## src/hdl/humidity_sensor_frame_decoder_core_assert.svh

```systemverilog
// Assertion macros shared by the frame decoder modules.
// Each macro expects clk and rst_n in scope.
`ifndef HUMIDITY_SENSOR_FRAME_DECODER_CORE_ASSERT_SVH
`define HUMIDITY_SENSOR_FRAME_DECODER_CORE_ASSERT_SVH

// Consequent checked in the same cycle as the antecedent.
`define HSFD_ASSERT_SAME(label, ante, cons) \
    label: assert property (@(posedge clk) disable iff (!rst_n) (ante) |-> (cons)) \
        else $error("hsfd: assertion failed");

// Consequent checked in the cycle after the antecedent.
`define HSFD_ASSERT_NEXT(label, ante, cons) \
    label: assert property (@(posedge clk) disable iff (!rst_n) (ante) |=> (cons)) \
        else $error("hsfd: assertion failed");

`endif

```

## src/hdl/hsfd_pkg.sv

```systemverilog
package hsfd_pkg;

    localparam logic [7:0] CRC_POLY = 8'h31;
    localparam logic [7:0] CRC_INIT = 8'hFF;

    // Byte positions within a frame
    localparam logic [2:0] POS_HI0  = 3'd0;
    localparam logic [2:0] POS_LO0  = 3'd1;
    localparam logic [2:0] POS_CRC0 = 3'd2;
    localparam logic [2:0] POS_HI1  = 3'd3;
    localparam logic [2:0] POS_LO1  = 3'd4;
    localparam logic [2:0] POS_CRC1 = 3'd5;

    // frame_mode codes
    localparam logic MODE_MEAS   = 1'b0;
    localparam logic MODE_STATUS = 1'b1;

    localparam logic [14:0] TEMP_SPAN_CENTI   = 15'd31500;
    localparam logic [13:0] HUM_SPAN_CENTI    = 14'd10000;
    localparam logic [15:0] TEMP_OFFSET_CENTI = 16'd4900;

    // Completed frame, handed from the byte front end to the conversion back end
    typedef struct packed {
        logic [15:0] first_word;
        logic [15:0] second_word;
        logic        first_bad;
        logic        second_bad;
        logic        status;
    } frame_rec_t;

    function automatic logic [7:0] crc8_update(input logic [7:0] crc, input logic [7:0] b);
        logic [7:0] c;
        c = crc ^ b;
        for (int i = 0; i < 8; i++) begin
            if (c[7])
                c = {c[6:0], 1'b0} ^ CRC_POLY;
            else
                c = {c[6:0], 1'b0};
        end
        return c;
    endfunction

endpackage

```

## src/hdl/hsfd_front.sv

```systemverilog
module hsfd_front
    import hsfd_pkg::*;
(
    input  logic       clk,
    input  logic       rst_n,
    input  logic       cfg_wr_en,
    input  logic       cfg_wr_data,
    input  logic       in_valid,
    output logic       in_ready,
    input  logic [7:0] rx_byte,
    input  logic       frame_start,
    output logic       rec_valid,
    input  logic       rec_ready,
    output frame_rec_t rec_data
);

`include "humidity_sensor_frame_decoder_core_assert.svh"

    logic        mode_reg;
    logic [2:0]  idx_reg,  idx_next;
    logic [7:0]  crc_reg,  crc_next;
    logic [7:0]  hi_reg,   hi_next;
    logic [15:0] w0_reg,   w0_next;
    logic [15:0] w1_reg,   w1_next;
    logic        err0_reg, err0_next;

    logic       fire;
    logic [2:0] pos;
    logic       crc_mismatch;

    assign in_ready     = rec_ready;
    assign fire         = in_valid && in_ready;
    assign crc_mismatch = (rx_byte != crc_reg);

    always_comb
    begin
        pos = frame_start ? POS_HI0 : idx_reg;
        if (mode_reg == MODE_STATUS && pos >= POS_HI1)
            pos = POS_HI0;
        if (pos > POS_CRC1)
            pos = POS_HI0;
    end

    always_comb
    begin
        idx_next  = idx_reg;
        crc_next  = crc_reg;
        hi_next   = hi_reg;
        w0_next   = w0_reg;
        w1_next   = w1_reg;
        err0_next = err0_reg;
        rec_valid = 1'b0;
        rec_data  = '0;
        if (fire)
        begin
            idx_next = pos + 3'd1;
            unique case (pos)
                POS_LO0:
                begin
                    crc_next = crc8_update(crc_reg, rx_byte);
                    w0_next  = {hi_reg, rx_byte};
                end
                POS_LO1:
                begin
                    crc_next = crc8_update(crc_reg, rx_byte);
                    w1_next  = {hi_reg, rx_byte};
                end
                POS_CRC0:
                begin
                    err0_next = crc_mismatch;
                    if (mode_reg == MODE_STATUS)
                    begin
                        rec_valid           = 1'b1;
                        rec_data.first_word = w0_reg;
                        rec_data.first_bad  = crc_mismatch;
                        rec_data.status     = 1'b1;
                        idx_next            = POS_HI0;
                    end
                end
                POS_CRC1:
                begin
                    rec_valid            = 1'b1;
                    rec_data.first_word  = w0_reg;
                    rec_data.second_word = w1_reg;
                    rec_data.first_bad   = err0_reg;
                    rec_data.second_bad  = crc_mismatch;
                    rec_data.status      = 1'b0;
                    idx_next             = POS_HI0;
                end
                default:
                begin
                    // high byte of either word: CRC restarts
                    crc_next = crc8_update(CRC_INIT, rx_byte);
                    hi_next  = rx_byte;
                end
            endcase
        end
    end

    always_ff @(posedge clk or negedge rst_n)
    begin
        if (!rst_n)
        begin
            mode_reg <= MODE_MEAS;
            idx_reg  <= POS_HI0;
            crc_reg  <= CRC_INIT;
            hi_reg   <= '0;
            w0_reg   <= '0;
            w1_reg   <= '0;
            err0_reg <= 1'b0;
        end
        else
        begin
            if (cfg_wr_en)
                mode_reg <= cfg_wr_data;
            idx_reg  <= idx_next;
            crc_reg  <= crc_next;
            hi_reg   <= hi_next;
            w0_reg   <= w0_next;
            w1_reg   <= w1_next;
            err0_reg <= err0_next;
        end
    end

    // a finished frame always rewinds the byte count
    `HSFD_ASSERT_NEXT(a_push_rewinds, rec_valid && rec_ready, idx_reg == POS_HI0)
    `HSFD_ASSERT_SAME(a_status_short, rec_valid && rec_data.status, rec_data.second_word == '0)

endmodule

```

## src/hdl/hsfd_queue.sv

```systemverilog
module hsfd_queue
    import hsfd_pkg::*;
#(
    parameter int DEPTH = 2
)
(
    input  logic       clk,
    input  logic       rst_n,
    input  logic       push_valid,
    output logic       push_ready,
    input  frame_rec_t push_data,
    output logic       pop_valid,
    input  logic       pop_ready,
    output frame_rec_t pop_data
);

`include "humidity_sensor_frame_decoder_core_assert.svh"

    localparam int PTR_W = $clog2(DEPTH);
    localparam int CNT_W = $clog2(DEPTH + 1);

    frame_rec_t        slot_reg [DEPTH];
    logic [PTR_W-1:0]  wr_ptr_reg, wr_ptr_next;
    logic [PTR_W-1:0]  rd_ptr_reg, rd_ptr_next;
    logic [CNT_W-1:0]  count_reg,  count_next;
    logic              push, pop;

    assign push_ready = (count_reg != CNT_W'(DEPTH));
    assign pop_valid  = (count_reg != '0);
    assign pop_data   = slot_reg[rd_ptr_reg];
    assign push       = push_valid && push_ready;
    assign pop        = pop_valid && pop_ready;

    always_comb
    begin
        wr_ptr_next = wr_ptr_reg;
        rd_ptr_next = rd_ptr_reg;
        count_next  = count_reg;
        if (push)
            wr_ptr_next = (wr_ptr_reg == PTR_W'(DEPTH - 1)) ? '0 : wr_ptr_reg + 1'b1;
        if (pop)
            rd_ptr_next = (rd_ptr_reg == PTR_W'(DEPTH - 1)) ? '0 : rd_ptr_reg + 1'b1;
        if (push && !pop)
            count_next = count_reg + 1'b1;
        else if (pop && !push)
            count_next = count_reg - 1'b1;
    end

    always_ff @(posedge clk or negedge rst_n)
    begin
        if (!rst_n)
        begin
            wr_ptr_reg <= '0;
            rd_ptr_reg <= '0;
            count_reg  <= '0;
        end
        else
        begin
            wr_ptr_reg <= wr_ptr_next;
            rd_ptr_reg <= rd_ptr_next;
            count_reg  <= count_next;
        end
    end

    always_ff @(posedge clk)
    begin
        if (push)
            slot_reg[wr_ptr_reg] <= push_data;
    end

    `HSFD_ASSERT_NEXT(a_fill_grows, push && !pop, count_reg == $past(count_reg) + 1'b1)
    `HSFD_ASSERT_NEXT(a_drain_shrinks, pop && !push, count_reg == $past(count_reg) - 1'b1)

endmodule

```

## src/hdl/hsfd_back.sv

```systemverilog
module hsfd_back
    import hsfd_pkg::*;
(
    input  logic               clk,
    input  logic               rst_n,
    input  logic               rec_valid,
    output logic               rec_ready,
    input  frame_rec_t         rec_data,
    output logic               out_valid,
    input  logic               out_ready,
    output logic [15:0]        first_word,
    output logic [15:0]        second_word,
    output logic               first_crc_bad,
    output logic               second_crc_bad,
    output logic signed [15:0] temp_centi_f,
    output logic [13:0]        humidity_centi_pct
);

`include "humidity_sensor_frame_decoder_core_assert.svh"

    // floor(n / 65535) for n below 2^31
    function automatic logic [15:0] div_full(input logic [31:0] n);
        logic [31:0] s;
        s = n + {16'd0, n[31:16]} + 32'd1;
        return s[31:16];
    endfunction

    logic        s1_valid_reg;
    frame_rec_t  s1_rec_reg;
    logic [30:0] temp_prod_reg;
    logic [29:0] hum_prod_reg;

    logic        out_valid_reg;
    logic [15:0] first_word_reg, second_word_reg;
    logic        first_bad_reg, second_bad_reg;
    logic [15:0] temp_reg, temp_next;
    logic [13:0] hum_reg,  hum_next;

    logic        out_adv, s1_adv;
    logic [15:0] temp_q, hum_q;

    assign out_adv   = !out_valid_reg || out_ready;
    assign s1_adv    = !s1_valid_reg || out_adv;
    assign rec_ready = s1_adv;

    assign temp_q = div_full({1'b0, temp_prod_reg});
    assign hum_q  = div_full({2'b0, hum_prod_reg});

    always_comb
    begin
        if (s1_rec_reg.status)
        begin
            temp_next = '0;
            hum_next  = '0;
        end
        else
        begin
            temp_next = temp_q - TEMP_OFFSET_CENTI;
            hum_next  = hum_q[13:0];
        end
    end

    always_ff @(posedge clk or negedge rst_n)
    begin
        if (!rst_n)
        begin
            s1_valid_reg  <= 1'b0;
            out_valid_reg <= 1'b0;
        end
        else
        begin
            if (s1_adv)
                s1_valid_reg <= rec_valid;
            if (out_adv)
                out_valid_reg <= s1_valid_reg;
        end
    end

    // product stage
    always_ff @(posedge clk)
    begin
        if (s1_adv && rec_valid)
        begin
            s1_rec_reg    <= rec_data;
            temp_prod_reg <= 31'(rec_data.first_word) * 31'(TEMP_SPAN_CENTI);
            hum_prod_reg  <= 30'(rec_data.second_word) * 30'(HUM_SPAN_CENTI);
        end
    end

    // scaling and output register
    always_ff @(posedge clk)
    begin
        if (out_adv && s1_valid_reg)
        begin
            first_word_reg  <= s1_rec_reg.first_word;
            second_word_reg <= s1_rec_reg.second_word;
            first_bad_reg   <= s1_rec_reg.first_bad;
            second_bad_reg  <= s1_rec_reg.second_bad;
            temp_reg        <= temp_next;
            hum_reg         <= hum_next;
        end
    end

    assign out_valid          = out_valid_reg;
    assign first_word         = first_word_reg;
    assign second_word        = second_word_reg;
    assign first_crc_bad      = first_bad_reg;
    assign second_crc_bad     = second_bad_reg;
    assign temp_centi_f       = signed'(temp_reg);
    assign humidity_centi_pct = hum_reg;

    `HSFD_ASSERT_NEXT(a_s1_holds, s1_valid_reg && !out_adv,
                      s1_valid_reg && $stable(hum_prod_reg))

endmodule

```

## src/hdl/humidity_sensor_frame_decoder_core.sv

```systemverilog
// Humidity sensor frame decoder.
// Input channel (in_valid/in_ready): one frame byte per transfer, rx_byte in bus
// order, frame_start marking byte 0 of a frame. Each 16-bit word is followed by a
// CRC-8 byte (poly 0x31, init 0xFF) that is checked.
// Output channel (out_valid/out_ready): one transfer per completed frame, with
// the raw words, CRC error flags, temperature in 0.01 F and humidity in 0.01 %.
// cfg_wr_en/cfg_wr_data write frame_mode (0: six-byte measurement frame,
// 1: three-byte status frame); write it only while the block is idle.
// Throughput: one byte per cycle while in_ready is high. The byte front end
// updates the CRC on each byte and pushes finished frames into a QUEUE_DEPTH
// entry queue. Each frame is registered in the queue, even an empty one, then
// in the multiplier stage and in the output register that drives out_valid.
// A receiver stall fills the back end and then the queue; in_ready drops only
// when the queue is full. Reset clears the byte count, sets the CRC to 0xFF,
// selects measurement mode and empties the queue and output stages.
module humidity_sensor_frame_decoder_core
    import hsfd_pkg::*;
#(
    parameter int QUEUE_DEPTH = 2
)
(
    input  logic               clk,
    input  logic               rst_n,
    input  logic               cfg_wr_en,
    input  logic               cfg_wr_data,
    input  logic               in_valid,
    output logic               in_ready,
    input  logic [7:0]         rx_byte,
    input  logic               frame_start,
    output logic               out_valid,
    input  logic               out_ready,
    output logic [15:0]        first_word,
    output logic [15:0]        second_word,
    output logic               first_crc_bad,
    output logic               second_crc_bad,
    output logic signed [15:0] temp_centi_f,
    output logic [13:0]        humidity_centi_pct
);

    logic       push_valid, push_ready;
    frame_rec_t push_data;
    logic       pop_valid, pop_ready;
    frame_rec_t pop_data;

    hsfd_front u_front (
        .clk         (clk),
        .rst_n       (rst_n),
        .cfg_wr_en   (cfg_wr_en),
        .cfg_wr_data (cfg_wr_data),
        .in_valid    (in_valid),
        .in_ready    (in_ready),
        .rx_byte     (rx_byte),
        .frame_start (frame_start),
        .rec_valid   (push_valid),
        .rec_ready   (push_ready),
        .rec_data    (push_data)
    );

    hsfd_queue #(
        .DEPTH (QUEUE_DEPTH)
    ) u_queue (
        .clk        (clk),
        .rst_n      (rst_n),
        .push_valid (push_valid),
        .push_ready (push_ready),
        .push_data  (push_data),
        .pop_valid  (pop_valid),
        .pop_ready  (pop_ready),
        .pop_data   (pop_data)
    );

    hsfd_back u_back (
        .clk                (clk),
        .rst_n              (rst_n),
        .rec_valid          (pop_valid),
        .rec_ready          (pop_ready),
        .rec_data           (pop_data),
        .out_valid          (out_valid),
        .out_ready          (out_ready),
        .first_word         (first_word),
        .second_word        (second_word),
        .first_crc_bad      (first_crc_bad),
        .second_crc_bad     (second_crc_bad),
        .temp_centi_f       (temp_centi_f),
        .humidity_centi_pct (humidity_centi_pct)
    );

endmodule
```

## config.mk

```make
export PLATFORM = sky130hd
export DESIGN_NAME = humidity_sensor_frame_decoder_core
export DESIGN_NICKNAME = d
export VERILOG_FILES = /design/src/hdl/hsfd_pkg.sv /design/src/hdl/hsfd_front.sv /design/src/hdl/hsfd_queue.sv /design/src/hdl/hsfd_back.sv /design/src/hdl/humidity_sensor_frame_decoder_core.sv
export VERILOG_INCLUDE_DIRS = /design/src /design/src/hdl
export SDC_FILE = /design/constraint.sdc
export NUM_CORES = 1
export LEC_CHECK = 0
export BUFFER_PORTS_ARGS = -buffer_cell sky130_fd_sc_hd__buf_2
export CORE_UTILIZATION = 55
export DETAILED_ROUTE_END_ITERATION = 7
export PLACE_DENSITY = 0.71
export SETUP_SLACK_MARGIN = 0.15
export SLEW_MARGIN = 20
export SYNTH_ARGS = -nofsm -noshare
export SYNTH_HDL_FRONTEND = slang
export SYNTH_HIERARCHICAL = 1
export SYNTH_SLANG_ARGS = --single-unit
```

## constraint.sdc

```tcl
create_clock -name clk -period 15.3 [get_ports clk]
set_clock_uncertainty 0.15 [all_clocks]
set_input_delay 2.295 -clock clk [delete_from_list [all_inputs] [get_ports clk]]
set_output_delay 2.295 -clock clk [all_outputs]
set_load 0.01 [all_outputs]
```

# Yosys cells after proc, flatten, opt, wreduce, memory -nomap -nowiden
# Memories as Yosys holds them, arrays and structs flattened.
# Index checks and enable logic that the tools add are counted.
# word_totals
regBits,213
ram_bits,70
in_bits,15
output_inout_bits,66
elab_cells,183
n_memories,1
# classes
n_addsub,10
mul,2
n_lt_le_gt_ge,2
eq_ne,6
n_mux,88
n_bitwise,27
reduce_logical,22
# memory_table
memory,words,width,rd,rd_ports_with_merged_regs,wr,line_no,rtl
u_queue.slot_reg,2,35,1,0,1,hsfd_queue.sv:22,frame_rec_t slot_reg [DEPTH];
# ops
op,n
8-bit 2-to-1 mux,42
6-bit 2-to-1 mux,23
3-bit inverter,23
35-bit 2-to-1 mux,1
31-bit by 15-bit adder with 32-bit output,1
"32-bit by 1-bit adder with 32-bit output, second input constant",1
16-bit 2-to-1 mux,2
16-bit one-hot mux with 2 select lines,1
"30-bit by 1-bit adder with 30-bit output, second input constant",1
30-bit by 14-bit adder with 30-bit output,1
"16-bit by 13-bit multiplier with 29-bit output, second input constant",1
"16-bit by 10-bit multiplier with 26-bit output, second input constant",1
8-bit one-hot mux with 3 select lines,1
"16-bit by 13-bit subtractor with 16-bit output, second input constant",1
3-bit 2-to-1 mux,4
2-bit AND reduction,5
1-bit 2-to-1 mux,9
8-bit != test,1
8-bit inverter,1
8-bit XOR,1
1-bit logical AND,7
"3-bit equality test, second input constant",2
3-bit one-hot mux with 2 select lines,1
1-bit zero test,4
other kinds (16),22

# Longest topological paths before layout
# Gate-level depths: netlist of run 1.
# depth
ltp_word,37
mapped_depth,22
ltp_nobuf,20

# Modules after synthesis
# The synthesis of run 1 kept the hierarchy.
# modules_own_cells
module,instances,cells_per_inst,area_each_um2,seq_area_each_um2
hsfd_back,1,1091,12589.6,4524.3
hsfd_front,1,273,3040.4,1336.3
hsfd_queue,1,127,2870.3,2202.1

# Least setup slack after synthesis of run 1
# No wires, ideal clock.
# synth_path
path_kind,reg2reg
startpoint,reg u_queue.rd_ptr_reg
endpoint,"reg u_back.temp_prod_reg[30], data pin"
setup_time_ns,0.260
arrival_ns,5.484
t_required_ns,14.890
setup_slack_ns,9.406
stages_incl_launch_ff,23
path_buffers,2
synth_period_minus_slack_ns,5.894
path_cell_list,dfrtp_1 -> buf_6 -> buf_12 -> mux2_4 -> inv_1 -> fa_1 -> inv_1 -> fa_1 -> inv_1 -> fa_1 -> fa_1 -> fa_1 -> inv_1 -> ha_1 -> a21o_1 -> or3_1 -> o21ai_0 -> a21oi_1 -> a41o_1 -> o21ai_1 -> o21ai_0 -> a21oi_1 -> xnor2_1
# synth_lines
element,line_no,rtl
start: declaration,hsfd_queue.sv:24,"logic [PTR_W-1:0] rd_ptr_reg, rd_ptr_next;"
start signal: assignment,hsfd_queue.sv:60,rd_ptr_reg <= rd_ptr_next;
end signal: assignment,hsfd_back.sv:85,temp_prod_reg <= 31'(rec_data.first_word) * 31'(TEMP_SPAN_CENTI);
end: declaration,hsfd_back.sv:30,logic [30:0] temp_prod_reg;

==> results_dict.tcl, run 1 <==
set metrics [dict create \
    routed-via-count 10900 \
    critPathArrivalTime_ps 6960 \
    critPathCaptureType "flip-flop" \
    ys_ff_latch 278 \
    whs_path_depth 0 \
    clk_pin_slew_ps 60 \
    wire_per_inst_um 16.3 \
    tightest_slew_ps 1080 \
    setup_viol 0 \
    dp_hpwl_um 25100 \
    post_cts_buffers 0 \
    hold_class "reg -> reg" \
    h-tree-depth 1 \
    syn_nets 1821 \
    yosysSeqAreaShare 0.436 \
    clock_path_buffers 3 \
    cts_tree "done" \
    antenna_found_initial 0 \
    nets 1915 \
    grt.overflow.total 0 \
    drt_iter0_markers 642 \
    diodes 0 \
    cp_max_fo 21 \
    wl_um 33400 \
    rsz0062_at_grt "no" \
    slew_headroom 0.276 \
    status "complete, no violations" \
    drv_slew 0 \
    grt_max_degree 68 \
    insertion_delay_ps 540 \
    final-hold-violation-count 0 \
    numClockSinks 278 \
    period_minus_slack_ps 6820 \
    grt_first_pass_wirelength_um 54500 \
    cts_root_buf "clkbuf_16" \
    synth-main-ff-cell "edfxtp_1" \
    grt_pass1_vias 10900 \
    async_flop_share 0.212 \
    port_buffers 80 \
    dieWidth_um 185 \
    mostFrequentLayoutCell "inv_1" \
    route.detailed.drc 0 \
    largest_reg_flops 70 \
    design_area_um2 20300 \
    tns_ps 0 \
    dieArea_um2 34400 \
    place_congestion 0.867 \
    synth_edf_count 219 \
    chipHeight_um 185 \
    area_growth_pct 9.78 \
    yosysUniqueCellTypes 83 \
    postRouteAntennaNets 0 \
    syn_inst 1491 \
    criticalPathCategory "reg -> reg" \
    cp-start-kind "flip-flop" \
    period_share 0.446 \
    syn_avg_cell_area_um2 12.4 \
    cts_resized 0 \
    reg2reg_depth 20 \
    drt-pass1-iter-count 5 \
    holdBufCountCts 0 \
    cts_buffers 29 \
    yosys_warnings 6 \
    required_ps 15440 \
    core_um2 32800 \
    grt_usage 0.201 \
    placed_cell_area_um2 19300 \
    io_pins 81 \
    num_rows 66 \
    avgViaCountPerCell 5.30 \
    drive_gt1_frac 0.152 \
    cap_violations 0 \
    start_util 0.564 \
    synth_area_um2 18500 \
    fmax_ghz 0.147 \
    final_util 0.619 \
    final_cell_mix "inv_1, edfxtp_1, ha_1" \
]
==> path summary, 6_finish.rpt <==
path | start | to | slack (ps)
min in group asynchronous | rst_n | u_front/w1_reg[11] | 1750
max in group asynchronous | rst_n | u_queue/rd_ptr_reg | 12690
setup reg to reg | u_queue/rd_ptr_reg | u_back/temp_prod_reg[29] | 8480
hold reg to reg | u_back/s1_rec_reg[10] | u_back/second_word[7] | 270
hold / removal | u_back/s1_rec_reg[10] | u_back/second_word[7] | 270
setup / recovery | u_queue/rd_ptr_reg | u_back/temp_prod_reg[29] | 8480
==> synthesized netlist by cell type, types with 9 or more instances <==
| library cell | count | area, um2 |
|---|---|---|
| a211oi_1 | 10 | 75.1 |
| a21o_1 | 21 | 158 |
| a21oi_1 | 47 | 235 |
| and2_1 | 39 | 244 |
| and3_1 | 9 | 56.3 |
| clkbuf_1 | 10 | 37.5 |
| dfrtp_1 | 51 | 1280 |
| edfxtp_1 | 219 | 6580 |
| fa_1 | 109 | 2180 |
| ha_1 | 206 | 2580 |
| inv_1 | 227 | 852 |
| mux2_2 | 35 | 394 |
| mux2_4 | 37 | 556 |
| nand2_1 | 67 | 251 |
| nand2b_1 | 18 | 113 |
| nand3_1 | 11 | 55.1 |
| nand4_1 | 10 | 62.6 |
| nor2_1 | 71 | 267 |
| nor3_1 | 18 | 90.1 |
| o21a_1 | 9 | 67.6 |
| o21ai_0 | 33 | 165 |
| or3_1 | 11 | 68.8 |
| xnor2_1 | 81 | 709 |
| xor2_1 | 21 | 184 |
==> layer usage <==
metal	GRT usage	vias to the layer above	wire, um
li1	-	5318	-
met1	0.273	5287	15400
met2	0.343	197	15900
met3	0.0214	54	1180
met4	0.0555	0	849
met5	0	-	0
==> cell families after synthesis <==
logic type	synth area share
xor+xnor	0.0525
flops	0.436
buf+inv	0.0553
mux	0.0524
fa+ha+maj	0.258
compound gates	0.0648
simple gates	0.0814
==> cell type report <==
cell class	instances	area, um2
Clock inverter	14	144
Inverter	227	852
Sequential cell	278	8060
Multi-Input combinational cell	963	9420
Timing Repair Buffer	86	445
Clock buffer	40	828
Tap cell	442	553
Fill cell	2589	12500
==> worst max-delay path, cell delays in order, from the launching register on <==
cell,delay (ps)
dfrtp_2,690
buf_4,450
mux2_2,340
inv_1,120
fa_1,550
inv_1,60
fa_1,530
inv_1,50
fa_1,500
fa_1,510
fa_1,540
inv_1,40
ha_1,320
and2_1,200
nor2b_1,140
o21ai_0,170
o21ai_0,130
a31o_2,240
o21ai_0,260
o21ai_0,250
a211o_1,310
==> metrics by stage <==
step	setup slack (ps)	cells	hold WS [ps]
after floorplan	9410	1491	250
after global placement	8650	1996	252
after detailed placement	8480	1996	255
after CTS	8450	2050	268
after global routing	8090	2050	275
final	8480	2050	266
Power of run 1 is left out: the tool's default activity adds up to more than one toggle a clock period on the data nets, which glitch-free logic cannot reach.
==> inputs of run 2 (changes only) <==
--- a/config.mk
+++ b/config.mk
@@ -9,7 +9,7 @@
 export BUFFER_PORTS_ARGS = -buffer_cell sky130_fd_sc_hd__buf_2
 export CORE_UTILIZATION = 55
 export DETAILED_ROUTE_END_ITERATION = 7
-export PLACE_DENSITY = 0.71
+export PLACE_DENSITY = 0.74
 export SETUP_SLACK_MARGIN = 0.15
 export SLEW_MARGIN = 20
 export SYNTH_ARGS = -nofsm -noshare
==> constraint.sdc (replaced) <==
create_clock -name clk -period 5.5 [get_ports clk]
set_clock_uncertainty 0.15 [all_clocks]
set_input_delay 0.825 -clock clk [delete_from_list [all_inputs] [get_ports clk]]
set_output_delay 0.825 -clock clk [all_outputs]
set_load 0.01 [all_outputs]
==> run 2 against run 1 <==
Net effect:
- the flow now finishes with violations (negative setup slack)
- count of clock-buffer cells in the layout shrank 5
- setup slack lost 8500 ps
- register-to-register slack lost 8500 ps
- design area grew 3.6%
- critical path depth grew 1
- sequential cell count is the same
- non-clock buffer count grew 49
- largest cell class unchanged
- sequential share of layout area shrank 1.4 points
- via count grew 1.6%
==> results_dict.tcl, run 2 (same netlist as run 1, synthesis figures left out) <==
set metrics [dict create \
    fmax_ghz 0.181 \
    wire_per_inst_um 16.5 \
    place_congestion 0.859 \
    insertion_delay_ps 560 \
    numClockSinks 278 \
    drt_iter0_markers 502 \
    holdBufCountCts 0 \
    placed_cell_area_um2 19700 \
    drive_gt1_frac 0.216 \
    chipHeight_um 185 \
    num_rows 66 \
    grt_first_pass_wirelength_um 56400 \
    avgViaCountPerCell 5.26 \
    period_share 1.00 \
    slew_headroom 0.362 \
    nets 1964 \
    use_met2 0.363 \
    tns_ps -20.0 \
    clk_pin_slew_ps 70 \
    grt_usage 0.208 \
    cts_buffers 29 \
    grt.overflow.total 0 \
    port_buffers 80 \
    hold_class "in -> async" \
    drv_slew 0 \
    critPathCaptureType "flip-flop" \
    drt-pass1-iter-count 7 \
    antenna_found_initial 0 \
    h-tree-depth 1 \
    met3_usage 0.0214 \
    clock_path_buffers 3 \
    mostFrequentLayoutCell "edfxtp_1" \
    final-hold-violation-count 0 \
    failed_checks "negative setup slack" \
    fin_ws_ps -14.8 \
    fillCellCount 2483 \
    design_area_um2 21100 \
    largest_reg_flops 70 \
    area_growth_pct 13.8 \
    final_cell_mix "edfxtp_1, inv_1, ha_1" \
    required_ps 5670 \
    busiest_layer "met2" \
    cts_tree "done" \
    gr-usage-met1 0.281 \
    wl_um 34600 \
    grt_pass1_vias 11400 \
    period_minus_slack_ps 5510 \
    cts_root_buf "clkbuf_16" \
    critPathArrivalTime_ps 5680 \
    tightest_slew_ps 957 \
    route.detailed.drc 0 \
    core_um2 32800 \
    cp-start-kind "flip-flop" \
    start_util 0.564 \
    setup_viol 2 \
    dieArea_um2 34400 \
    criticalPathCategory "reg -> reg" \
    routed-via-count 11000 \
    io_pins 81 \
    cap_violations 0 \
    status "complete, but fails checks" \
    dieWidth_um 185 \
    postRouteAntennaNets 0 \
    rsz0062_at_grt "yes" \
    diodes 0 \
    dp_hpwl_um 25700 \
    cp_max_fo 7 \
    grt_max_degree 65 \
]
run 2: cell types whose count changed in the layout (fill, tap and decap cells not counted), sizes merged:
cell,before,now
bufinv,2,3
buf,86,135
inv,230,232
clkbuf,40,35
clkinv,7,9
run 2: path summary, 6_finish.rpt:
check                                 startpoint                  endpoint  slack (ps)  depth (start not counted)
max                           u_queue/rd_ptr_reg  u_back/temp_prod_reg[30]         -10                         21
max reg2reg                   u_queue/rd_ptr_reg  u_back/temp_prod_reg[30]         -10                         21
min reg2reg                u_back/s1_rec_reg[30]     u_back/first_word[11]         270                          0
max in group asynchronous                  rst_n        u_queue/rd_ptr_reg        4380                          2
min in group clk           u_back/s1_rec_reg[30]     u_back/first_word[11]         270                          0
min                                        rst_n         u_front/w1_reg[6]         270                          2
run 2: critical path: stages, from the launching register on:
cell	delay, ps
dfrtp_2	470
buf_4	160
mux2_4	220
inv_4	50
fa_1	530
inv_1	50
fa_1	470
inv_1	50
fa_1	490
fa_1	430
fa_1	500
inv_2	40
ha_4	220
a21o_1	210
or3_1	310
o21ai_1	100
a21oi_2	50
a41o_1	250
o21ai_2	180
o21ai_1	80
a21oi_1	160
xnor2_1	90
run 2: layer usage:
layer | up-vias | part of all wire
li1 | 5429 | -
met1 | 5366 | 0.45
met2 | 192 | 0.49
met3 | 48 | 0.031
met4 | 0 | 0.020
met5 | - | 0
run 2: final cells by class:
cell class / instances / area [um2] / share of cell area
Clock buffer: 35 / 811 / 0.0385
Clock inverter: 19 / 214 / 0.0102
Inverter: 227 / 860 / 0.0408
Multi-Input combinational cell: 963 / 9700 / 0.461
Sequential cell: 278 / 8060 / 0.383
Tap cell: 442 / 553 / 0.0263
Timing Repair Buffer: 135 / 846 / 0.0402
run 2: what timing repair did:
action                                  in CTS  in global routing
setup buffers                                9                 13
gates resized for setup                     17                 33
pin swaps                                    4                  8
endpoints found under the setup margin      10                 18
run 2: metrics by stage:
stage | setup WS (ps) | hold WS, ps | instances | utilization
floorplan | 139 | 250 | 1491 | -
global placement | 63.1 | 253 | 2023 | 0.600
detailed placement | -48.2 | 255 | 2023 | 0.600
CTS | 6.68 | 268 | 2086 | 0.635
global route | -181 | 277 | 2099 | 0.642
finish | -14.8 | 269 | 2099 | 0.642
Power of run 2 is left out for the same reason.
==> inputs of run 3 (changes only) <==
--- a/config.mk
+++ b/config.mk
@@ -6,6 +6,7 @@
 export SDC_FILE = /design/constraint.sdc
 export NUM_CORES = 1
 export LEC_CHECK = 0
+export ABC_AREA = 1
 export BUFFER_PORTS_ARGS = -buffer_cell sky130_fd_sc_hd__buf_2
 export CORE_UTILIZATION = 55
 export DETAILED_ROUTE_END_ITERATION = 7
==> run 3 against run 2 <==
Net effect:
- first-iteration DRC count grew 69%
- the run now ends clean
- highest routed layer unchanged
- global-route usage grew 2.5 points
- register-to-register slack gained 290 ps
- synthesized cell count grew 43%
- setup slack gained 290 ps
- via count grew 28%
- critical path type unchanged
- routed wire length grew 21%
- critical path depth shrank 1
- utilization shrank 1.4 points
==> results_dict.tcl, run 3 <==
set metrics [dict create \
    design_area_um2 22300 \
    crit_buf_inv 6 \
    yosys_warnings 6 \
    synth-main-ff-cell "edfxtp_1" \
    final_cell_mix "nand2_1, inv_1, edfxtp_1" \
    antenna_found_initial 0 \
    route.detailed.drc 0 \
    critPathSlowestCell "fa_2" \
    grt_usage 0.233 \
    ys_ff_latch 278 \
    tns_ps 0 \
    diodes 0 \
    grt_pass1_vias 14000 \
    h-tree-depth 1 \
    grt_max_degree 65 \
    cp-start-kind "flip-flop" \
    insertion_delay_ps 570 \
    holdWs_ps 261 \
    status "complete, no violations" \
    postRouteAntennaNets 0 \
    hold_class "in -> async" \
    required_ps 5650 \
    drv_slew 0 \
    yosys.area.top_type_share 0.330 \
    slew_headroom 0.337 \
    synthTopCellsByArea "edfxtp_1, ha_1, fa_1" \
    synth_edf_count 219 \
    holdBufCountCts 0 \
    synth_area_um2 19900 \
    nets 2588 \
    fmax_ghz 0.191 \
    cp_max_fo 19 \
    dieArea_um2 37000 \
    critPathCaptureType "flip-flop" \
    mostFrequentLayoutCell "nand2_1" \
    grt_first_pass_wirelength_um 68000 \
    rsz0062_at_grt "yes" \
    final-hold-violation-count 0 \
    cap_violations 0 \
    async_flop_share 0.212 \
    dp_hpwl_um 32600 \
    cts_buffers 29 \
    path_delay_family "adder cells" \
    routed-via-count 14100 \
    port_buffers 80 \
    largest_reg_flops 70 \
    yosysUniqueCellTypes 53 \
    clk_pin_slew_ps 60 \
    drive_gt1_frac 0.153 \
    period_share 0.950 \
    cp_common_cell "fa_1" \
    core_um2 35600 \
    synth_top_cells_by_count "nand2_1, inv_1, edfxtp_1" \
    yosysSeqAreaShare 0.405 \
    syn_avg_cell_area_um2 9.36 \
    post-synth-top-count-cell "nand2_1" \
    grt.overflow.total 0 \
    criticalPathCategory "reg -> reg" \
    tightest_slew_ps 992 \
    cts_tree "done" \
    drt-pass1-iter-count 6 \
    wire_per_inst_um 15.2 \
    io_pins 81 \
    place_congestion 0.902 \
    final_util 0.628 \
    wl_um 41700 \
    cp_cell_sequence "buf_12 -> inv_16 -> nand2_1 -> nand2_2 -> inv_2 -> fa_1 -> inv_1 -> fa_1 -> inv_1 -> fa_2 -> fa_1 -> fa_1 -> inv_1 -> ha_4 -> nand2_2 -> o21a_1 -> o21bai_1 -> nor2_1 -> o31ai_1 -> xor2_1" \
    syn_nets 2457 \
    placed_cell_area_um2 21000 \
    syn_inst 2127 \
    fillCellCount 2914 \
    slowest_delay_ps 570 \
    critPathArrivalTime_ps 5380 \
    cts_root_buf "clkbuf_16" \
    avgViaCountPerCell 5.16 \
    period_minus_slack_ps 5220 \
    clock_path_buffers 3 \
    dieWidth_um 192 \
    drt_iter0_markers 849 \
    numClockSinks 278 \
    area_growth_pct 12.2 \
    chipHeight_um 192 \
    setup_viol 0 \
    start_util 0.560 \
    num_rows 69 \
    yosys.area.top_type "edfxtp_1" \
]
-- run 3: repair_timing --
action / 4_1_cts / 5_1_grt
gates resized for setup: 22 / 63
pin swaps: 4 / 23
endpoints found under the setup margin: 14 / 23
buffers inserted: 0 / 10
cloned: 0 / 0
-- run 3: layout make-up --
type | instances | area [um2] | area share
clock buffer | 33 | 741 | 0.0332
timing repair buffer | 125 | 754 | 0.0338
tap | 461 | 577 | 0.0258
multi-input combinational | 1401 | 10400 | 0.466
clock inverter | 20 | 179 | 0.00801
sequential | 278 | 8060 | 0.361
inverter | 423 | 1610 | 0.0719
-- run 3: final timing paths --
| path | from | endpoint | slack (ps) | depth (start not counted) |
|---|---|---|---|---|
| setup / recovery | u_queue/rd_ptr_reg | u_back/temp_prod_reg[30] | 280 | 20 |
| hold / removal | rst_n | u_front/idx_reg[1] | 260 | 2 |
| setup reg to reg | u_queue/rd_ptr_reg | u_back/temp_prod_reg[30] | 280 | 20 |
| hold reg to reg | u_back/s1_rec_reg[11] | u_back/second_word[8] | 270 | 0 |
| max in group asynchronous | rst_n | u_front/w1_reg[15] | 4450 | 2 |
| min in group clk | u_back/s1_rec_reg[11] | u_back/second_word[8] | 270 | 0 |
-- run 3: cells by family (layout without fill, tap and decap cells) --
kind of cell / after synthesis / in the layout / share of synthesized area
AND/OR/NAND/NOR: 809 / 809 / 0.177
buffers and inverters: 448 / 601 / 0.0893
adder cells (fa/ha/maj): 315 / 315 / 0.239
flip-flops: 278 / 278 / 0.405
AO/OA/AOI/OAI: 210 / 210 / 0.0599
XOR/XNOR: 67 / 67 / 0.0295
-- run 3: routing by layer --
layer,global-route usage,part of all wire,vias up
li1,-,-,7065
met1,0.298,0.43,6650
met2,0.413,0.50,326
met3,0.0281,0.038,92
met4,0.0697,0.029,0
met5,0,0,-
-- run 3: stage by stage --
stage                     setup slack, ps  cells
after global routing                 57.0   2741
after CTS                             159   2731
after detailed placement            -20.6   2678
after floorplan                       176   2127
final                                 275   2741
after global placement               97.7   2678
-- run 3: worst reg2reg max path, delay by kind of cell, from the launching register on --
family	cells	cell delay (ps)
adder cells (fa/ha/maj)	6	2910
AO/OA/AOI/OAI	3	570
buffers and inverters	6	510
flip-flops	1	410
AND/OR/NAND/NOR	4	310
XOR/XNOR	1	100
Power of run 3 is left out for the same reason.
